<file path="src/hw/rtl/bma_pkg.sv">
// Shared types and constants for the mosaic block averager.
// No dependencies; imported by bma_div, block_mosaic_average, block_mean_monitor and the testbench top.
package bma_pkg;

    localparam int CHANNEL_BITS_DEF     = 16;
    localparam int MAX_BLOCK_PIXELS_DEF = 65536;
    localparam int NUM_CH               = 4;
    localparam int TOTAL_W              = 17;
    localparam int CH_IDX_W             = $clog2(NUM_CH);

    // channel order in the accumulator and mean arrays
    localparam logic [CH_IDX_W-1:0] CH_RED   = 2'd0;
    localparam logic [CH_IDX_W-1:0] CH_GREEN = 2'd1;
    localparam logic [CH_IDX_W-1:0] CH_BLUE  = 2'd2;
    localparam logic [CH_IDX_W-1:0] CH_ALPHA = 2'd3;

    typedef enum logic [1:0] {
        ST_ACC,
        ST_DIV_START,
        ST_DIV_WAIT,
        ST_FLUSH
    } bma_state_t;

endpackage

</file>
<file path="src/hw/rtl/bma_div.sv">
// Restoring divider, one quotient bit per cycle, for the block averager.
// Depends on bma_pkg. Caller guarantees the quotient fits QUOT_W bits.
module bma_div #(
    parameter int QUOT_W = bma_pkg::CHANNEL_BITS_DEF,
    parameter int DEN_W  = 17
) (
    input  logic                    clk,
    input  logic                    rst_n,
    input  logic                    start,
    input  logic [QUOT_W+DEN_W-1:0] dividend,
    input  logic [DEN_W-1:0]        divisor,
    output logic                    done,
    output logic [QUOT_W-1:0]       quotient
);
    import bma_pkg::*;

    localparam int STEP_W = $clog2(QUOT_W + 1);

    logic [DEN_W-1:0]  rem_reg, rem_next;
    logic [QUOT_W-1:0] low_reg, low_next;
    logic [DEN_W-1:0]  den_reg;
    logic [STEP_W-1:0] step_reg, step_next;
    logic              done_reg, done_next;

    logic [DEN_W:0]    trial;
    logic [DEN_W:0]    diff;
    logic              qbit;

    assign trial = {rem_reg, low_reg[QUOT_W-1]};
    assign diff  = trial - {1'b0, den_reg};
    assign qbit  = ~diff[DEN_W];

    always_comb
    begin
        rem_next  = rem_reg;
        low_next  = low_reg;
        step_next = step_reg;
        done_next = 1'b0;
        if (start)
        begin
            // top bits are already below the divisor, as the quotient fits
            rem_next  = dividend[QUOT_W+DEN_W-1:QUOT_W];
            low_next  = dividend[QUOT_W-1:0];
            step_next = STEP_W'(QUOT_W);
        end
        else if (step_reg != '0)
        begin
            rem_next  = qbit ? diff[DEN_W-1:0] : trial[DEN_W-1:0];
            low_next  = {low_reg[QUOT_W-2:0], qbit};
            step_next = step_reg - 1'b1;
            done_next = (step_reg == STEP_W'(1));
        end
    end

    always_ff @(posedge clk or negedge rst_n)
    begin
        if (!rst_n)
        begin
            step_reg <= '0;
            done_reg <= 1'b0;
        end
        else
        begin
            step_reg <= step_next;
            done_reg <= done_next;
        end
    end

    always_ff @(posedge clk)
    begin
        rem_reg <= rem_next;
        low_reg <= low_next;
        if (start)
        begin
            den_reg <= divisor;
        end
    end

    assign done     = done_reg;
    assign quotient = low_reg;

endmodule

</file>
<file path="src/hw/rtl/block_mosaic_average.sv">
// Top level of the mosaic block averager: accumulators, sequencer, output register.
// Depends on bma_pkg and bma_div (shared divider used once per channel).
//
//  channel  signals                                       direction
//  pixel    in_valid/in_ready, pixel_*, last_pixel        into block
//  mean     out_valid/out_ready, mean_*, pixel_total      out of block
//
// Pixels without the last marker may stream back to back.
// After a last pixel the one divider runs one
// quotient bit a cycle for each of the four channels in turn; in_ready is low then.
// The result sits in an output register; the next block's pixels are taken while
// it waits, but a finished mean is held back until that register is free.
// Reset clears the accumulators, pixel count and valid flags.
module block_mosaic_average #(
    parameter int CHANNEL_BITS     = bma_pkg::CHANNEL_BITS_DEF,
    parameter int MAX_BLOCK_PIXELS = bma_pkg::MAX_BLOCK_PIXELS_DEF
) (
    input  logic                            clk,
    input  logic                            rst_n,
    input  logic                            in_valid,
    output logic                            in_ready,
    input  logic [CHANNEL_BITS-1:0]         pixel_red,
    input  logic [CHANNEL_BITS-1:0]         pixel_green,
    input  logic [CHANNEL_BITS-1:0]         pixel_blue,
    input  logic [CHANNEL_BITS-1:0]         pixel_alpha,
    input  logic                            last_pixel,
    output logic                            out_valid,
    input  logic                            out_ready,
    output logic [CHANNEL_BITS-1:0]         mean_red,
    output logic [CHANNEL_BITS-1:0]         mean_green,
    output logic [CHANNEL_BITS-1:0]         mean_blue,
    output logic [CHANNEL_BITS-1:0]         mean_alpha,
    output logic [bma_pkg::TOTAL_W-1:0]     pixel_total
);
    import bma_pkg::*;

    localparam int COUNT_W = $clog2(MAX_BLOCK_PIXELS + 1);
    localparam int SUM_W   = CHANNEL_BITS + COUNT_W;

    bma_state_t state_reg, state_next;

    logic [SUM_W-1:0]        sum_reg [NUM_CH];
    logic [COUNT_W-1:0]      count_reg;
    logic [CH_IDX_W-1:0]     ch_reg;
    logic [CHANNEL_BITS-1:0] mean_work_reg [NUM_CH];
    logic [CHANNEL_BITS-1:0] pix [NUM_CH];

    logic                    out_valid_reg;
    logic [CHANNEL_BITS-1:0] mean_reg [NUM_CH];
    logic [TOTAL_W-1:0]      total_reg;

    logic                    in_xfer;
    logic                    block_full;
    logic                    div_start;
    logic                    div_done;
    logic                    load_out;
    logic [SUM_W-1:0]        div_dividend;
    logic [CHANNEL_BITS-1:0] div_quot;
    logic [COUNT_W+TOTAL_W-1:0] count_ext;

    assign pix[CH_RED]   = pixel_red;
    assign pix[CH_GREEN] = pixel_green;
    assign pix[CH_BLUE]  = pixel_blue;
    assign pix[CH_ALPHA] = pixel_alpha;

    assign in_xfer    = in_valid && in_ready;
    assign block_full = (count_reg >= COUNT_W'(MAX_BLOCK_PIXELS));
    // round half up: add half the count before dividing
    assign div_dividend = sum_reg[ch_reg] + SUM_W'(count_reg >> 1);
    assign count_ext    = {{TOTAL_W{1'b0}}, count_reg};

    // next state
    always_comb
    begin
        state_next = state_reg;
        unique case (state_reg)
            ST_ACC:
            begin
                if (in_xfer && last_pixel)
                begin
                    state_next = ST_DIV_START;
                end
            end
            ST_DIV_START:
            begin
                state_next = ST_DIV_WAIT;
            end
            ST_DIV_WAIT:
            begin
                if (div_done)
                begin
                    state_next = (ch_reg == CH_IDX_W'(NUM_CH - 1)) ? ST_FLUSH : ST_DIV_START;
                end
            end
            ST_FLUSH:
            begin
                if (!out_valid_reg || out_ready)
                begin
                    state_next = ST_ACC;
                end
            end
            default:
            begin
                state_next = ST_ACC;
            end
        endcase
    end

    // sequencer outputs
    always_comb
    begin
        in_ready  = 1'b0;
        div_start = 1'b0;
        load_out  = 1'b0;
        unique case (state_reg)
            ST_ACC:       in_ready  = 1'b1;
            ST_DIV_START: div_start = 1'b1;
            ST_DIV_WAIT:  ;
            ST_FLUSH:     load_out  = !out_valid_reg || out_ready;
            default:      ;
        endcase
    end

    always_ff @(posedge clk or negedge rst_n)
    begin
        if (!rst_n)
        begin
            state_reg     <= ST_ACC;
            count_reg     <= '0;
            ch_reg        <= '0;
            out_valid_reg <= 1'b0;
            for (int i = 0; i < NUM_CH; i++)
            begin
                sum_reg[i] <= '0;
            end
        end
        else
        begin
            state_reg <= state_next;

            if (in_xfer && !block_full)
            begin
                for (int i = 0; i < NUM_CH; i++)
                begin
                    sum_reg[i] <= sum_reg[i] + SUM_W'(pix[i]);
                end
                count_reg <= count_reg + 1'b1;
            end
            else if (load_out)
            begin
                for (int i = 0; i < NUM_CH; i++)
                begin
                    sum_reg[i] <= '0;
                end
                count_reg <= '0;
            end

            if (in_xfer)
            begin
                ch_reg <= '0;
            end
            else if (div_done)
            begin
                ch_reg <= ch_reg + 1'b1;
            end

            if (load_out)
            begin
                out_valid_reg <= 1'b1;
            end
            else if (out_ready)
            begin
                out_valid_reg <= 1'b0;
            end
        end
    end

    always_ff @(posedge clk)
    begin
        if (div_done)
        begin
            mean_work_reg[ch_reg] <= div_quot;
        end
        if (load_out)
        begin
            for (int i = 0; i < NUM_CH; i++)
            begin
                mean_reg[i] <= mean_work_reg[i];
            end
            total_reg <= count_ext[TOTAL_W-1:0];
        end
    end

    bma_div #(
        .QUOT_W (CHANNEL_BITS),
        .DEN_W  (COUNT_W)
    ) u_div (
        .clk      (clk),
        .rst_n    (rst_n),
        .start    (div_start),
        .dividend (div_dividend),
        .divisor  (count_reg),
        .done     (div_done),
        .quotient (div_quot)
    );

    assign out_valid   = out_valid_reg;
    assign mean_red    = mean_reg[CH_RED];
    assign mean_green  = mean_reg[CH_GREEN];
    assign mean_blue   = mean_reg[CH_BLUE];
    assign mean_alpha  = mean_reg[CH_ALPHA];
    assign pixel_total = total_reg;

endmodule

</file>
<file path="config.mk">
export PLATFORM = sky130hd
export DESIGN_NAME = block_mosaic_average
export DESIGN_NICKNAME = d
export VERILOG_FILES = /design/src/hw/rtl/bma_pkg.sv /design/src/hw/rtl/bma_div.sv /design/src/hw/rtl/block_mosaic_average.sv
export SDC_FILE = /design/constraint.sdc
export NUM_CORES = 1
export LEC_CHECK = 0
export ABC_AREA = 1
export BUFFER_PORTS_ARGS = -buffer_cell sky130_fd_sc_hd__buf_2
export CAP_MARGIN = 20
export CORE_ASPECT_RATIO = 1.1
export CORE_MARGIN = 2
export CORE_UTILIZATION = 25
export CTS_CLUSTER_DIAMETER = 150
export DETAILED_ROUTE_END_ITERATION = 7
export PLACE_DENSITY = 0.52
export SETUP_SLACK_MARGIN = 0.1
export SYNTH_ARGS = -nofsm -noshare
export SYNTH_HDL_FRONTEND = slang
export SYNTH_HIERARCHICAL = 1
export SYNTH_SLANG_ARGS = --single-unit
</file>
<file path="constraint.sdc">
create_clock -name clk -period 5.15 [get_ports clk]
set_clock_uncertainty 0.15 [all_clocks]
set_input_delay 0.515 -clock clk [delete_from_list [all_inputs] [get_ports clk]]
set_output_delay 0.515 -clock clk [all_outputs]
set_load 0.02 [all_outputs]
</file>
==> impl_metrics.yaml, run 1 <==
clock_tree:
  cts_sinks: 355
  cts_tree: "built"
  clk_path_buf_depth: 3
  clock-root-buffer: "clkbuf_16"
  clock_latency_ns: 0.59
  cts_max_level: 2
  clk_pin_slew_ns: 0.06
  cts_made_buffers: 43
placement:
  port_buffers: 151
  gp_congestion: 0.914
  dp_hpwl_um: 57600
  dp_cells: 4432
worst_setup_path:
  reg2reg_slack_ns: 1.73
  r2r_end: "u_div/rem_reg[12]"
  crit_arrival_ns: 3.61
  start_kind: "register"
  r2r_start: "ch_reg[0]"
  r2r_cells: 17
  cp_max_fo: 68
  crit_path_end: "u_div/rem_reg[12]"
  cp-end-kind: "register"
  cp_data_required_time_ns: 5.33
  worstSetupPathType: "reg2reg"
  crit_path_start: "ch_reg[0]"
grt:
  antenna_found_initial: 5
  grt_max_degree: 128
  grt_pass1_wl_um: 114000
  grt_pass1_vias: 19600
  overflow: 0
  grt_usage: 0.157
floorplan:
  die_x_um: 293
  die_y_um: 322
  io_pins: 152
  rows: 116
  start_util: 0.252
  die_area_mm2: 0.0941
  core_mm2: 0.0909
power_and_ir_drop:
  vdd_drop_max_mv: 0.290
  report.power.total_uw: 14400
  power_density_mw_per_mm2: 546
  power_leakage_uw: 0.0131
logic_synthesis:
  netlist_instances: 3157
  yosysUniqueCellTypes: 44
  synth-seq-area-share: 0.430
  synth_edf_count: 195
  yosys_register_bits: 355
  syn_nets: 3337
  avgSynthCellArea_um2: 7.26
  synth_most_common_cell: "nand2_1"
  synth_top_cell_area_share: 0.256
  synthTopCellsByCount: "nand2_1, inv_1, nand3_1"
  syn_area_mm2: 0.0229
  postSynth.asyncResetShare: 0.451
  synthTopCellsByArea: "edfxtp_1, nand2_1, dfrtp_1"
  ys_warn_count: 6
  synth_ff_type: "edfxtp_1"
  post-synth-top-area-cell: "edfxtp_1"
timing:
  rsz0062_at_grt: "false"
  max_freq_mhz: 292
  finalSetupViolCount: 0
  fin_tns_setup_ns: 0
  worst_pin_slew_ns: 1.00
  post-route-period-util: 0.665
  hold_viol_final: 0
  slew_headroom: 0.327
  fin_crit_ns: 3.42
  slew_viol_final: 0
routing:
  ant_nets: 0
  drc: 0
  totalWireLength_um: 74600
  drt_pre_antenna_iters: 5
  drt_iter0_drc: 1418
  drt-vias-per-instance: 4.53
  num_vias: 20400
  wire_per_inst_um: 16.5
outcome:
  status: "finished, final reports clean"
flow_run:
  max_cap_viol_count: 0
cells_and_area:
  fin_cells: 4512
  layout.nets: 3478
  diodes: 0
  largest_reg_flops: 132
  area_growth_pct: 14.9
  drive_gt1_frac: 0.0825
worst_hold_path:
  worstHoldPathType: "in2reg"
through the flow:
stage          cell area, µm²   util  setup slack (ns)  hold slack (ns)
6_report                26300  0.290              1.73           0.0840
5_1_grt                 26300  0.290              1.18           0.0981
4_1_cts                 26300  0.290              1.71           0.0546
3_5_place_dp            24900  0.274              1.73            0.255
3_3_place_gp            24900  0.274              1.77            0.251
2_1_floorplan           22900      -              1.18           0.0694
final cells by class:
cell class	count	area [µm²]
well taps	1180	1480
fillers	9927	64500
flip-flops and latches	355	9860
repair buffers	163	880
inverters	427	1600
clock inverters	20	254
multi-input cells	2308	11100
clock buffers	59	1170
worst min path at each step:
stage,from,endpoint,slack [ns],depth (start not counted)
global placement,mean_work_reg[2][3],mean_reg[2][3],0.25,0
CTS,out_ready,out_valid,0.05,4
finish,out_ready,out_valid,0.08,4
global route,out_ready,out_valid,0.1,4
detailed placement,mean_work_reg[2][3],mean_reg[2][3],0.25,0
floorplan,rst_n,ch_reg[0],0.07,0
cells in the final DEF (no fill, tap or decap), types with 12 or more instances in the layout:
master and count:
ha_1 105, o21ai_0 132, dfrtp_1 159, xnor2_1 12, edfxtp_1 195, buf_2 150, o22ai_1 22, inv_1 420
nand2_1 1237, clkbuf_16 43, a21oi_1 105, nand4_1 27, nand3_2 15, xor2_1 23, nor2_1 244, nor3_1 31
nand3_1 261, clkbuf_1 13
critical path, cell delays in order (launching register included):
cell and delay [ns]:
dfrtp_2 0.40, inv_2 0.71, o21ai_0 0.15, a21oi_1 0.19, a21oi_1 0.11, fa_1 0.45
nand2_1 0.09, nand2_1 0.07, nand3_1 0.09, nand2_1 0.11, nand3_1 0.09, nand2_1 0.18
nand3_1 0.12, nand2_1 0.06, nand2_1 0.06, inv_1 0.04, nand2_1 0.05, nand2_1 0.06
what timing repair did:
item,in CTS,in global routing
hold buffers,1,0
setup buffers,0,0
setup endpoints to repair,0,0
resized for setup,0,0
endpoints found under the hold margin,71,0
power by group:
group	internal (µW)	total, µW	switching, µW	leakage, µW
clock	1760	3070	1310	0.000675
sequential	3870	4770	907	0.00397
combinational	2070	6540	4470	0.00845
total	7700	14400	6680	0.0131
kinds of logic (layout without fill, tap and decap cells):
group	Yosys count	after routing	synth area share
AOI/OAI and AO/OA	303	303	0.0727
xor gates and xnor gates	35	35	0.0134
adders and majority gates	111	111	0.0626
buffers and inverters	494	669	0.0865
DFF	355	355	0.430
and+or+nand+nor	1859	1859	0.335
layer usage:
layer,wire (µm),part of all wire,GRT usage
met1,34100,0.46,0.209
met2,34400,0.46,0.262
met3,3380,0.045,0.0183
met4,2720,0.036,0.0545
met5,10,0.00013,0
Note: power is estimated with default switching activity, not from simulation.
==> run 2, diff against run 1 <==
ABC_AREA = 0   (was 1)
PLACE_DENSITY = 0.53   (was 0.52)
clock period = 2.95 ns   (was 5.15 ns; I/O delays follow)
==> impl_metrics.yaml, run 2 <==
grt:
  antenna_found_initial: 6
  busiest_layer: "met2"
  grt_pass1_vias: 15300
  overflow: 0
  grt_pass1_wl_um: 87200
  gr-usage-met3: 0.0190
  grt_util_met2: 0.230
  grt_usage: 0.137
  met1_usage: 0.184
  grt_max_degree: 139
timing:
  hold_viol_final: 0
  finalSetupViolCount: 28
  fin_tns_setup_ns: -13.76
  post-route-period-util: 1.25
  fin_crit_ns: 3.68
  rsz0062_at_grt: "true"
  slew_headroom: 0.457
  max_freq_mhz: 272
  worst_pin_slew_ns: 0.812
  slew_viol_final: 0
  final.setup.worst_slack_ns: -0.730
worst_setup_path:
  worstSetupPathType: "reg2reg"
  r2r_cells: 14
  crit_chain: "buf_12, mux4_2, ha_4, a211oi_4, nor2_2, o21ai_2, a311o_1, o21ai_4, nand3_2, xnor2_1, and2_1, a41o_2, a21oi_2, o31ai_1"
  cp_data_required_time_ns: 3.11
  reg2reg_slack_ns: -0.73
  crit_cells: 14
  crit_path_end: "u_div/rem_reg[11]"
  worst_path_max_delay_cell: "mux4_2"
  critPathTopFamily: "compound AO/OA/AOI/OAI gates"
  crit_path_start: "ch_reg[0]"
  start_kind: "register"
  worst-path-buf-inv: 1
  r2r_end: "u_div/rem_reg[11]"
  crit_arrival_ns: 3.84
  cp-end-kind: "register"
  cp_max_fo: 6
  r2r_start: "ch_reg[0]"
  critPathMaxStageDelay_ns: 0.56
logic_synthesis:
  synth_ff_type: "edfxtp_1"
  synth_top_cell_area_share: 0.297
  synth-seq-area-share: 0.501
  syn_area_mm2: 0.0197
  syn_nets: 1942
  postSynth.asyncResetShare: 0.451
  yosys_register_bits: 355
  synth_edf_count: 195
  synthTopCellsByCount: "edfxtp_1, dfrtp_1, nand2_1"
  netlist_instances: 1762
  yosysUniqueCellTypes: 94
  post-synth-top-area-cell: "edfxtp_1"
  synthTopCellsByArea: "edfxtp_1, dfrtp_1, ha_1"
  avgSynthCellArea_um2: 11.2
  synth_most_common_cell: "edfxtp_1"
  ys_warn_count: 6
cells_and_area:
  drive_gt1_frac: 0.321
  final_cell_mix: "buf_4, edfxtp_1, dfrtp_1, nand2_1, buf_2"
  fillers: 7693
  final_common_cell: "buf_4"
  area_growth_pct: 33.1
  fin_cells: 3226
  largest_reg_flops: 132
  layout.nets: 2336
power_and_ir_drop:
  power_density_mw_per_mm2: 915
  power_leakage_uw: 0.0109
  vdd_drop_max_mv: 0.413
  report.power.total_uw: 24000
floorplan:
  start_util: 0.253
  die_y_um: 298
  rows: 107
  die_area_mm2: 0.0811
  core_mm2: 0.0778
  die_x_um: 272
  io_pins: 152
clock_tree:
  clock-root-buffer: "clkbuf_16"
  cts_sinks: 355
  cts_max_level: 2
  clock_latency_ns: 0.58
  cts_made_buffers: 41
  clk_pin_slew_ns: 0.07
  cts_tree: "built"
  clk_path_buf_depth: 3
routing:
  totalWireLength_um: 56800
  drt_iter0_drc: 875
  drt_pre_antenna_iters: 5
  num_vias: 15400
  wire_per_inst_um: 17.6
  drc: 0
  ant_nets: 0
  drt-vias-per-instance: 4.77
worst_hold_path:
  worstHoldPathType: "in2reg"
outcome:
  status: "finished, violations left"
  failed_checks: "negative setup slack"
flow_run:
  max_cap_viol_count: 0
placement:
  gp_congestion: 0.866
  dp_hpwl_um: 42300
  port_buffers: 151
  pre_cts_ws_ns: -0.768
  dp_cells: 3113
run 2: worst min path at each step:
stage / start / to / slack [ns] / cells past startpoint
floorplan: rst_n / ch_reg[0] / -0.15 / 0
global placement: rst_n / u_div/step_reg[3] / 0.19 / 1
detailed placement: rst_n / u_div/step_reg[3] / 0.19 / 1
CTS: pixel_green[1] / sum_reg[67] / 0.002 / 4
global route: pixel_green[1] / sum_reg[67] / 0.05 / 4
finish: pixel_green[1] / sum_reg[67] / 0.03 / 4
run 2: cell type report:
class                      count  area (µm²)  share of cell area
antenna                        3        7.51            0.000286
clock buffer                  49        1100              0.0418
clock inverter                26         353              0.0135
inverter                      66         251             0.00959
multi-input combinational   1274       10300               0.394
sequential                   355        9860               0.376
tap                         1035        1290              0.0494
timing repair buffer         418        3020               0.115
run 2: what timing repair did:
action,4_1_cts,5_1_grt
gates cloned,0,1
hold buffers,8,0
setup buffers,16,15
hold endpoints to repair,63,0
endpoints found under the setup margin,75,89
pin swaps,24,57
resized for setup,58,137
run 2: logic make-up (layout without fill, tap and decap cells):
kind of cell    Yosys count  after routing  share of synthesized area
fa+ha+maj               111            111                     0.0728
buf+inv                 133            559                     0.0305
xor+xnor                 82             82                     0.0365
mux                     105            105                     0.0765
simple gates            542            542                      0.138
compound gates          434            434                      0.145
other cells               0              3                          0
flops                   355            355                      0.501
run 2: worst reg2reg max path: stages (launching register included):
cell,delay [ns]
dfrtp_2,0.41
buf_12,0.15
mux4_2,0.56
ha_4,0.32
a211oi_4,0.06
nor2_2,0.17
o21ai_2,0.10
a311o_1,0.43
o21ai_4,0.27
nand3_2,0.11
xnor2_1,0.13
and2_1,0.15
a41o_2,0.23
a21oi_2,0.10
o31ai_1,0.08
run 2: metal layers:
metal / part of all wire / wire, µm / up-vias
met3: 0.040 / 2280 / 88
met1: 0.45 / 25700 / 7527
li1: - / - / 7425
met2: 0.48 / 27300 / 332
met4: 0.026 / 1490 / 8
met5: 0.00081 / 46 / -
run 2: metrics by stage:
stage	hold slack [ns]	area, µm²	utilization
after detailed placement	0.192	23500	0.302
after global routing	0.0486	26200	0.337
after CTS	0.00183	25400	0.327
after global placement	0.189	23500	0.302
after floorplan	-0.151	19900	-
final	0.0284	26200	0.337
run 2: power by group:
part	switching [µW]	leakage, µW	internal, µW
Clock	2160	0.000688	3230
Sequential	840	0.00396	6630
Combinational	5940	0.00626	5180
